File: src/hdl/tsas_pkg.sv
// ----------------------------------------------------------------------------
// tsas_pkg
// shared types, widths and register codes for the touch average/scale block
// ----------------------------------------------------------------------------
package tsas_pkg;

	localparam int RAW_W     = 16;
	localparam int SHIFT     = 3;
	localparam int SUM_W     = 17;
	localparam int SIZE_W    = 12;
	localparam int PIX_W     = 13;
	localparam int CNT_W     = 4;
	localparam int PROD_W    = SUM_W + SIZE_W;
	localparam int RECIP_W   = 18;
	localparam int DIV_W     = 16;
	localparam int IDX_W     = 3;
	localparam int ADC_FULL  = 4095;
	localparam int SAMPLES_DEF = 15;

	localparam logic [SIZE_W-1:0] WIDTH_RST  = SIZE_W'(320);
	localparam logic [SIZE_W-1:0] HEIGHT_RST = SIZE_W'(240);

	typedef enum logic [IDX_W-1:0] {
		REG_SCREEN_WIDTH  = 3'd0,
		REG_SCREEN_HEIGHT = 3'd1,
		REG_SWAP_AXES     = 3'd2,
		REG_MIRROR_X      = 3'd3,
		REG_MIRROR_Y      = 3'd4
	} reg_index_t;

	typedef struct packed {
		logic [SIZE_W-1:0] screen_width;
		logic [SIZE_W-1:0] screen_height;
		logic              swap_axes;
		logic              mirror_x;
		logic              mirror_y;
	} cfg_t;

	typedef struct packed {
		logic en_s1;
		logic en_s2;
		logic en_s3;
		logic en_s4;
	} lane_ctl_t;

endpackage

File: src/hdl/tsas_lane.sv
// ----------------------------------------------------------------------------
// tsas_lane
// one axis: floor(sum * size / (SAMPLES * 4095)) by reciprocal multiply
// ----------------------------------------------------------------------------
module tsas_lane import tsas_pkg::*; #(
	parameter int SAMPLES = SAMPLES_DEF
) (
	input  logic              clk,
	input  lane_ctl_t         ctl,
	input  logic [SUM_W-1:0]  sum,
	input  logic [SIZE_W-1:0] size,
	output logic [PIX_W-1:0]  coord
);

	localparam int DIVISOR = SAMPLES * ADC_FULL;
	localparam logic [DIV_W-1:0] DIV_C = DIV_W'(DIVISOR);
	localparam logic [RECIP_W-1:0] RECIP = RECIP_W'((64'd1 << PROD_W) / DIVISOR);

	logic [PROD_W-1:0]         prod_s1;
	logic [PROD_W-1:0]         prod_s2;
	logic [PROD_W+RECIP_W-1:0] est_s2;
	logic [PROD_W-1:0]         prod_s3;
	logic [PIX_W-1:0]          quot_s3;
	logic [PROD_W-1:0]         back_s3;
	logic [PIX_W-1:0]          coord_s4;
	logic [PIX_W-1:0]          quot_est;
	logic [PROD_W-1:0]         rem;

	assign quot_est = est_s2[PROD_W +: PIX_W];
	assign rem      = prod_s3 - back_s3;

	always_ff @(posedge clk) begin
		if (ctl.en_s1) begin
			prod_s1 <= PROD_W'(sum) * PROD_W'(size);
		end
		if (ctl.en_s2) begin
			prod_s2 <= prod_s1;
			est_s2  <= (PROD_W+RECIP_W)'(prod_s1) * (PROD_W+RECIP_W)'(RECIP);
		end
		if (ctl.en_s3) begin
			prod_s3 <= prod_s2;
			quot_s3 <= quot_est;
			back_s3 <= PROD_W'(quot_est) * PROD_W'(DIV_C);
		end
		if (ctl.en_s4) begin
			// estimate is low by at most one
			coord_s4 <= quot_s3 + PIX_W'(rem >= PROD_W'(DIV_C));
		end
	end

	assign coord = coord_s4;

endmodule

File: src/hdl/tsas_merge.sv
// ----------------------------------------------------------------------------
// tsas_merge
// combines both lanes: mirror with clamp, result register and handshake
// ----------------------------------------------------------------------------
module tsas_merge import tsas_pkg::*; (
	input  logic             clk,
	input  logic             arst_n,
	input  logic             load,
	input  cfg_t             cfg,
	input  logic [PIX_W-1:0] lane_x,
	input  logic [PIX_W-1:0] lane_y,
	input  logic             coord_stall,
	output logic             coord_valid,
	output logic [PIX_W-1:0] x_pixel,
	output logic [PIX_W-1:0] y_pixel,
	output logic             mirror_clamped
);

	logic [PIX_W-1:0] width_ext;
	logic [PIX_W-1:0] height_ext;
	logic             x_under;
	logic             y_under;
	logic [PIX_W-1:0] x_res;
	logic [PIX_W-1:0] y_res;
	logic             clamp;
	logic             valid_q;

	assign width_ext  = PIX_W'(cfg.screen_width);
	assign height_ext = PIX_W'(cfg.screen_height);
	assign x_under    = lane_x > width_ext;
	assign y_under    = lane_y > height_ext;

	always_comb begin
		x_res = lane_x;
		y_res = lane_y;
		clamp = 1'b0;
		if (cfg.mirror_x) begin
			x_res = x_under ? '0 : width_ext - lane_x;
			clamp = x_under;
		end
		if (cfg.mirror_y) begin
			y_res = y_under ? '0 : height_ext - lane_y;
			clamp = clamp | y_under;
		end
	end

	always_ff @(posedge clk or negedge arst_n) begin
		if (!arst_n) begin
			valid_q <= 1'b0;
		end else if (load) begin
			valid_q <= 1'b1;
		end else if (!coord_stall) begin
			valid_q <= 1'b0;
		end
	end

	always_ff @(posedge clk) begin
		if (load) begin
			x_pixel        <= x_res;
			y_pixel        <= y_res;
			mirror_clamped <= clamp;
		end
	end

	assign coord_valid = valid_q;

endmodule

File: src/hdl/touch_sample_average_scale_top.sv
// ----------------------------------------------------------------------------
// touch_sample_average_scale_top
// averages raw touch converter words per axis and scales them to pixels
// ----------------------------------------------------------------------------
// a finished batch passes lane stages s1 to s4, then the result register
// one sample per cycle unless stalled, one result per SAMPLES samples
// each axis lane does the reciprocal multiply in 4 stages
// input stalls only while all four stages are full and the result is stalled
// reset: sums and sample count clear, registers return to 320/240/0/0/0
// ----------------------------------------------------------------------------
module touch_sample_average_scale_top import tsas_pkg::*; #(
	parameter int SAMPLES = SAMPLES_DEF
) (
	input  logic              clk,
	input  logic              arst_n,
	input  logic              sample_valid,
	output logic              sample_stall,
	input  logic [RAW_W-1:0]  raw_x_word,
	input  logic [RAW_W-1:0]  raw_y_word,
	output logic              coord_valid,
	input  logic              coord_stall,
	output logic [PIX_W-1:0]  x_pixel,
	output logic [PIX_W-1:0]  y_pixel,
	output logic              mirror_clamped,
	input  logic              cfg_valid,
	output logic              cfg_ready,
	input  logic [IDX_W-1:0]  cfg_index,
	input  logic [SIZE_W-1:0] cfg_data
);

	localparam logic [CNT_W-1:0] LAST_CNT = CNT_W'(SAMPLES - 1);

	cfg_t             cfg_q;
	logic [SUM_W-1:0] x_sum_q;
	logic [SUM_W-1:0] y_sum_q;
	logic [CNT_W-1:0] count_q;
	logic [SUM_W-1:0] x_next;
	logic [SUM_W-1:0] y_next;
	logic             accept;
	logic             launch;
	logic             v_s1, v_s2, v_s3, v_s4;
	logic             rdy_out, rdy_s4, rdy_s3, rdy_s2, rdy_s1;
	lane_ctl_t        ctl;
	logic [PIX_W-1:0] coord_x;
	logic [PIX_W-1:0] coord_y;

	assign cfg_ready = 1'b1;

	always_ff @(posedge clk or negedge arst_n) begin
		if (!arst_n) begin
			cfg_q.screen_width  <= WIDTH_RST;
			cfg_q.screen_height <= HEIGHT_RST;
			cfg_q.swap_axes     <= 1'b0;
			cfg_q.mirror_x      <= 1'b0;
			cfg_q.mirror_y      <= 1'b0;
		end else if (cfg_valid && cfg_ready) begin
			case (cfg_index)
				REG_SCREEN_WIDTH:  cfg_q.screen_width  <= cfg_data;
				REG_SCREEN_HEIGHT: cfg_q.screen_height <= cfg_data;
				REG_SWAP_AXES:     cfg_q.swap_axes     <= cfg_data[0];
				REG_MIRROR_X:      cfg_q.mirror_x      <= cfg_data[0];
				REG_MIRROR_Y:      cfg_q.mirror_y      <= cfg_data[0];
				default: ;
			endcase
		end
	end

	// pipeline flow control
	assign rdy_out = !coord_valid || !coord_stall;
	assign rdy_s4  = !v_s4 || rdy_out;
	assign rdy_s3  = !v_s3 || rdy_s4;
	assign rdy_s2  = !v_s2 || rdy_s3;
	assign rdy_s1  = !v_s1 || rdy_s2;

	assign sample_stall = !rdy_s1;
	assign accept       = sample_valid && !sample_stall;
	assign launch       = accept && (count_q == LAST_CNT);

	assign x_next = x_sum_q + SUM_W'(raw_x_word[RAW_W-1:SHIFT]);
	assign y_next = y_sum_q + SUM_W'(raw_y_word[RAW_W-1:SHIFT]);

	always_ff @(posedge clk or negedge arst_n) begin
		if (!arst_n) begin
			x_sum_q <= '0;
			y_sum_q <= '0;
			count_q <= '0;
		end else if (accept) begin
			if (launch) begin
				x_sum_q <= '0;
				y_sum_q <= '0;
				count_q <= '0;
			end else begin
				x_sum_q <= x_next;
				y_sum_q <= y_next;
				count_q <= count_q + CNT_W'(1);
			end
		end
	end

	always_ff @(posedge clk or negedge arst_n) begin
		if (!arst_n) begin
			v_s1 <= 1'b0;
			v_s2 <= 1'b0;
			v_s3 <= 1'b0;
			v_s4 <= 1'b0;
		end else begin
			if (rdy_s1) v_s1 <= launch;
			if (rdy_s2) v_s2 <= v_s1;
			if (rdy_s3) v_s3 <= v_s2;
			if (rdy_s4) v_s4 <= v_s3;
		end
	end

	assign ctl.en_s1 = launch;
	assign ctl.en_s2 = v_s1 && rdy_s2;
	assign ctl.en_s3 = v_s2 && rdy_s3;
	assign ctl.en_s4 = v_s3 && rdy_s4;

	tsas_lane #(.SAMPLES(SAMPLES)) u_lane_x (
		.clk   (clk),
		.ctl   (ctl),
		.sum   (cfg_q.swap_axes ? y_next : x_next),
		.size  (cfg_q.screen_width),
		.coord (coord_x)
	);

	tsas_lane #(.SAMPLES(SAMPLES)) u_lane_y (
		.clk   (clk),
		.ctl   (ctl),
		.sum   (cfg_q.swap_axes ? x_next : y_next),
		.size  (cfg_q.screen_height),
		.coord (coord_y)
	);

	tsas_merge u_merge (
		.clk            (clk),
		.arst_n         (arst_n),
		.load           (v_s4 && rdy_out),
		.cfg            (cfg_q),
		.lane_x         (coord_x),
		.lane_y         (coord_y),
		.coord_stall    (coord_stall),
		.coord_valid    (coord_valid),
		.x_pixel        (x_pixel),
		.y_pixel        (y_pixel),
		.mirror_clamped (mirror_clamped)
	);

endmodule

File: config.mk
export PLATFORM = sky130hd
export DESIGN_NAME = touch_sample_average_scale_top
export DESIGN_NICKNAME = d
export VERILOG_FILES = /design/src/hdl/tsas_pkg.sv /design/src/hdl/tsas_lane.sv /design/src/hdl/tsas_merge.sv /design/src/hdl/touch_sample_average_scale_top.sv
export SDC_FILE = /design/constraint.sdc
export NUM_CORES = 2
export LEC_CHECK = 0
export BUFFER_PORTS_ARGS = -buffer_cell sky130_fd_sc_hd__buf_2
export CAP_MARGIN = 15
export CORE_ASPECT_RATIO = 1.25
export CORE_UTILIZATION = 45
export DETAILED_ROUTE_END_ITERATION = 16
export PLACE_DENSITY = 0.59
export SYNTH_ARGS = -nofsm -noshare
export SYNTH_HDL_FRONTEND = slang
export SYNTH_HIERARCHICAL = 1
export SYNTH_SLANG_ARGS = --single-unit
File: constraint.sdc
create_clock -name clk -period 9.1 [get_ports clk]
set_input_delay 0 -clock clk [delete_from_list [all_inputs] [get_ports clk]]
set_output_delay 0 -clock clk [all_outputs]
set_load 0.1 [all_outputs]
Word level (Yosys, flattened, before mapping)
Index checks and enable logic that the tools add are counted.

word-level totals
  register bits after elaboration = 461
  output and inout bits = 30
  logic and storage cells = 93

cells by class
  $add $sub $neg = 9
  multipliers = 6
  magnitude comparators = 4
  equality and inequality tests = 6
  mux-type cells = 13
  bitwise operators = 1
  reductions and logical operators = 24

operators by type and width
  kind                                                    count
  multiplier 29 x 12 -> 40 bit (second input constant)    2
  2-to-1 mux 17 bit                                       4
  >= comparator 29 x 16 -> 1 bit (second input constant)  2
  multiplier 13 x 16 -> 29 bit (second input constant)    2
  multiplier 17 x 12 -> 29 bit                            2
  subtractor 29 bit                                       2
  2-to-1 mux 13 bit                                       4
  adder 17 x 13 -> 17 bit                                 2
  adder 13 x 1 -> 13 bit                                  2
  greater-than comparator 13 x 12 -> 1 bit                2
  subtractor 12 x 13 -> 13 bit                            2
  AND reduction 2 bit                                     5
  zero test 1 bit                                         7
  equality test 3 x 2 -> 1 bit (second input constant)    2
  logical AND 1 bit                                       6
  logical OR 1 bit                                        5
  adder 4 x 1 -> 4 bit (second input constant)            1
  equality test 4 bit (second input constant)             1
  2-to-1 mux 1 bit                                        4
  2-to-1 mux 4 bit                                        1
  equality test 3 x 1 -> 1 bit (second input constant)    1
  equality test 3 bit (second input constant)             1
  zero test 3 bit                                         1
  != test 2 x 1 -> 1 bit (second input constant)          1
  bitwise OR 1 bit                                        1

Depth between registers and ports, before layout
  depth after elaboration = 9
  mapped depth = 29

By module
The synthesis kept the hierarchy.

by module, submodules not included
  module                          instances  cells an instance  area an instance (µm²)  sequential area each (µm²)
  tsas_lane (u_lane_y)            1          1,980              19,944.1                4,534.3
  tsas_lane (u_lane_x)            1          1,932              19,640.1                4,534.3
  touch_sample_average_scale_top  1          443                4,406.7                 1,734.2
  tsas_merge                      1          245                2,359.8                 835.8

Worst setup path after synthesis
No wires, ideal clock.

  path type = register -> register
  start point = register y_sum_q[0]
  end point = register u_lane_x.prod_s1[27], data pin
  setup time = 263 ps
  arrival time = 7,041 ps
  setup slack = 1,797 ps
  cell stages (with the launch flop) = 29
  path buffers = 1
  path through = dfrtp_1 > ha_1 > fa_1 > a211oi_1 > o211ai_1 > a31o_2 > a21oi_1 > xor2_1 > o21ai_0 > clkbuf_1 > nand2_1 > fa_1 > fa_1 > inv_1 > fa_1 > fa_1 > inv_1 > fa_1 > inv_1 > ha_1 > a21oi_1 > o21ai_0 > a21o_1 > a31o_2 > and2_4 > o311a_4 > a41o_1 > o41ai_2 > xnor2_1

on the way
  cells in the longest elaborated chain, start to end = 3

RTL lines
  item                          RTL line                               source
  start: declaration            touch_sample_average_scale_top.sv:35   logic [SUM_W-1:0] y_sum_q;
  start signal: assignment      touch_sample_average_scale_top.sv:94   y_sum_q <= y_next;
  adder 17 x 13 -> 17 bit       touch_sample_average_scale_top.sv:80   assign y_next = y_sum_q + SUM_W'(raw_y_word[RAW_W-1:SHIFT]);
  2-to-1 mux 17 bit             touch_sample_average_scale_top.sv:122  .sum (cfg_q.swap_axes ? y_next : x_next),
  multiplier 17 x 12 -> 29 bit  tsas_lane.sv:34                        prod_s1 <= PROD_W'(sum) * PROD_W'(size);
  end signal: assignment        tsas_lane.sv:34
  end: declaration              tsas_lane.sv:19                        logic [PROD_W-1:0] prod_s1;

Every way passes these cells.
A chain may end at the register's enable or synchronous reset.

Worst setup path after layout
Same ends and word-level chain as after synthesis.

==> impl_metrics.yaml <==
critical_path:
  r2r_start: "y_sum_q[0]"
  crit_family: "adder cells"
  cp_num_buf_inv: 4
  cp_max_fo: 12
  crit_path_frequent_cell: "fa_1"
  cp_slowest_cell: "fa_1"
  startpoint: "y_sum_q[0]"
  startpoint_type: "flip-flop"
  worstSetupPathType: "reg2reg"
  slowest_delay_ns: 0.55
  cp-end-kind: "flip-flop"
  crit_arrival_ns: 8.31
  required_ns: 9.45
route:
  ant_nets: 0
  detail_route.wl_per_cell_um: 17.12
  avgViaCountPerCell: 5.169
  drt_iter0_markers: 1498
  drc: 0
  dr.pass1.iters: 6
  totalWireLength_um: 103500
  vias: 31260
synth:
  synth_most_common_cell: "inv_1"
  synth-seq-area-share_pct: 25.11
  syn_nets: 5822
  synth_edf_count: 329
  synthDistinctLibCells: 108
  syn_avg_cell_area_um2: 10.08
  yosys.area.top_type_share_pct: 23.32
  synth_flop_cell: "edfxtp_1"
  syn_area_mm2: 0.04635
  netlist_instances: 4600
  ys_async_sr_fraction_pct: 17.54
  yosys-top-cells-count: "inv_1 (1007), ha_1 (630), fa_1 (540)"
  yosysWarnings: 6
  synth-seq-cells: 399
  synth_area_leader_cell: "fa_1"
  synth_area_leaders: "fa_1 (23%), edfxtp_1 (21%), ha_1 (17%)"
run_status:
  run_status: "completed"
flow_run:
  drv_cap: 0
timing:
  fmax_mhz: 125.6
  final_max_slew_viol_count: 0
  fin_crit_ns: 7.965
  max_slew_margin_pct: 20.37
  hold_viol_final: 0
  finalCritPeriodShare_pct: 87.52
  clock_skew_ns: 0.03784
  finalSetupTns_ns: 0
  tightest_slew_ns: 1.190
  grt_setup_unrepaired: "no"
  setup_viol: 0
cells_and_area:
  fin_util_pct: 49.07
  layout-drive-gt1-share_pct: 6.408
  ff_latch_area_mm2: 0.01164
  syn2layout_area_growth_pct: 8.104
  stdcell_area_mm2: 0.05011
  nNetsFinal: 5897
  multi_input_area_mm2: 0.03055
  nFillCells: 9468
global_route:
  top_usage_layer: "met2"
  grt_pass1_vias: 32827
  grt_max_degree: 85
  met1_usage_pct: 26.68
  gr-total-overflow: 0
  met3_usage_pct: 2.585
  grt_pass1_wl_um: 170200
  gr-usage-all-layers_pct: 20.64
  antenna_found_initial: 9
  grtUsageMet2_pct: 35.11
clock_tree:
  cts_sinks: 399
  cts-root-buf: "clkbuf_16"
  clk_latency_ns: 0.62
  cts_max_path_buffers: 3
  cts-htree-levels: 2
  cts_tree: "yes"
  cts_buffers: 46
  ctsResizeCount: 0
  clkTransAtPathRegs_ns: 0.07
placed_design:
  place_area_mm2: 0.04819
  gp_congestion: 0.8986
  place_hpwl_um: 83650
  port_buffers: 74
floorplan:
  rows: 131
  die_area_mm2: 0.1043
  dieHeight_um: 360.8
  core_mm2: 0.1021
  die_x_um: 289.1
  pin_count: 82
  start_util_pct: 45.39
worst_hold_path:
  hp-class: "in2async"
layout by cell type, fill, tap and decap left out, types with 16 or more instances in the layout:
master	instances
nor3_1	25
nor2b_1	21
nand2_1	416
xnor2_1	148
a22o_1	30
or2_2	16
a21oi_1	165
a21o_1	75
buf_2	73
ha_1	630
and2_1	154
nand2b_1	28
mux2_2	43
inv_1	1007
edfxtp_1	329
o21ai_0	109
mux2i_1	18
clkbuf_16	48
nand3_1	72
o21a_1	37
a211oi_1	28
dlygate4sd3_1	32
buf_4	25
fa_1	540
or3_1	17
nand4_1	19
xor2_1	49
a31oi_1	18
nor2_1	149
and3_1	28
dfrtp_1	64
registers in the layout (all words and copies together), names as in the netlist, 17 cells and up:
signal and count:
cfg_q 27, u_lane_x/prod_s1 29, u_lane_x/prod_s3 29, u_lane_x/back_s3 25, u_lane_y/prod_s3 29, u_lane_y/prod_s2 29
u_lane_y/prod_s1 29, u_lane_x/prod_s2 29, u_lane_y/back_s3 25, y_sum_q 17, x_sum_q 17
worst paths after layout:
kind / end / slack (ns) / cells past startpoint
max: u_lane_x/prod_s1[27] / 1.14 / 28
min: x_sum_q[5] / 0.05 / 2
max reg2reg: u_lane_x/prod_s1[27] / 1.14 / 28
min reg2reg: u_lane_y/prod_s3[0] / 0.41 / 0
max in group asynchronous: y_sum_q[15] / 8.39 / 2
min in group clk: y_sum_q[12] / 0.05 / 4
routing by layer:
metal	vias to the layer above	wire [um]
met4	4	3727
met5	-	28
li1	15227	-
met1	15304	45520
met2	555	50220
met3	170	4049
cell type report:
class / count / share of cell area [%]
repair buffers: 130 / 1.743
diodes: 5 / 0.02497
inverters: 1008 / 7.551
well taps: 1330 / 3.321
flip-flops and latches: 399 / 23.23
clock buffers: 53 / 2.462
multi-input cells: 3090 / 60.98
clock inverters: 33 / 0.6942
cell families (layout without fill, tap and decap cells):
kind of cell | count (synthesis) | count (layout) | share of synthesized area (%)
flops | 399 | 399 | 25.11
mux | 62 | 62 | 1.455
xor+xnor | 197 | 197 | 3.722
simple gates | 995 | 995 | 10.31
compound gates | 665 | 665 | 10.02
other cells | 1 | 6 | 0.008090
fa+ha+maj | 1170 | 1170 | 40.33
buf+inv | 1111 | 1224 | 9.038
through the flow:
stage	hold WS, ns	cells	worst slack [ns]
4_1_cts	0.01758	6043	1.164
3_5_place_dp	0.2083	5925	1.186
6_report	0.04676	6048	1.135
5_1_grt	0.05409	6043	0.7712
2_1_floorplan	-0.2956	4600	1.797
3_3_place_gp	0.2081	5925	1.308
timing repair:
action / CTS / global route
setup buffers: 0 / 0
hold endpoints to repair: 141 / 0
hold buffers: 32 / 0
Power is not shown: default switching activity piles up to over one toggle a cycle in this logic, so the estimate is an artifact.
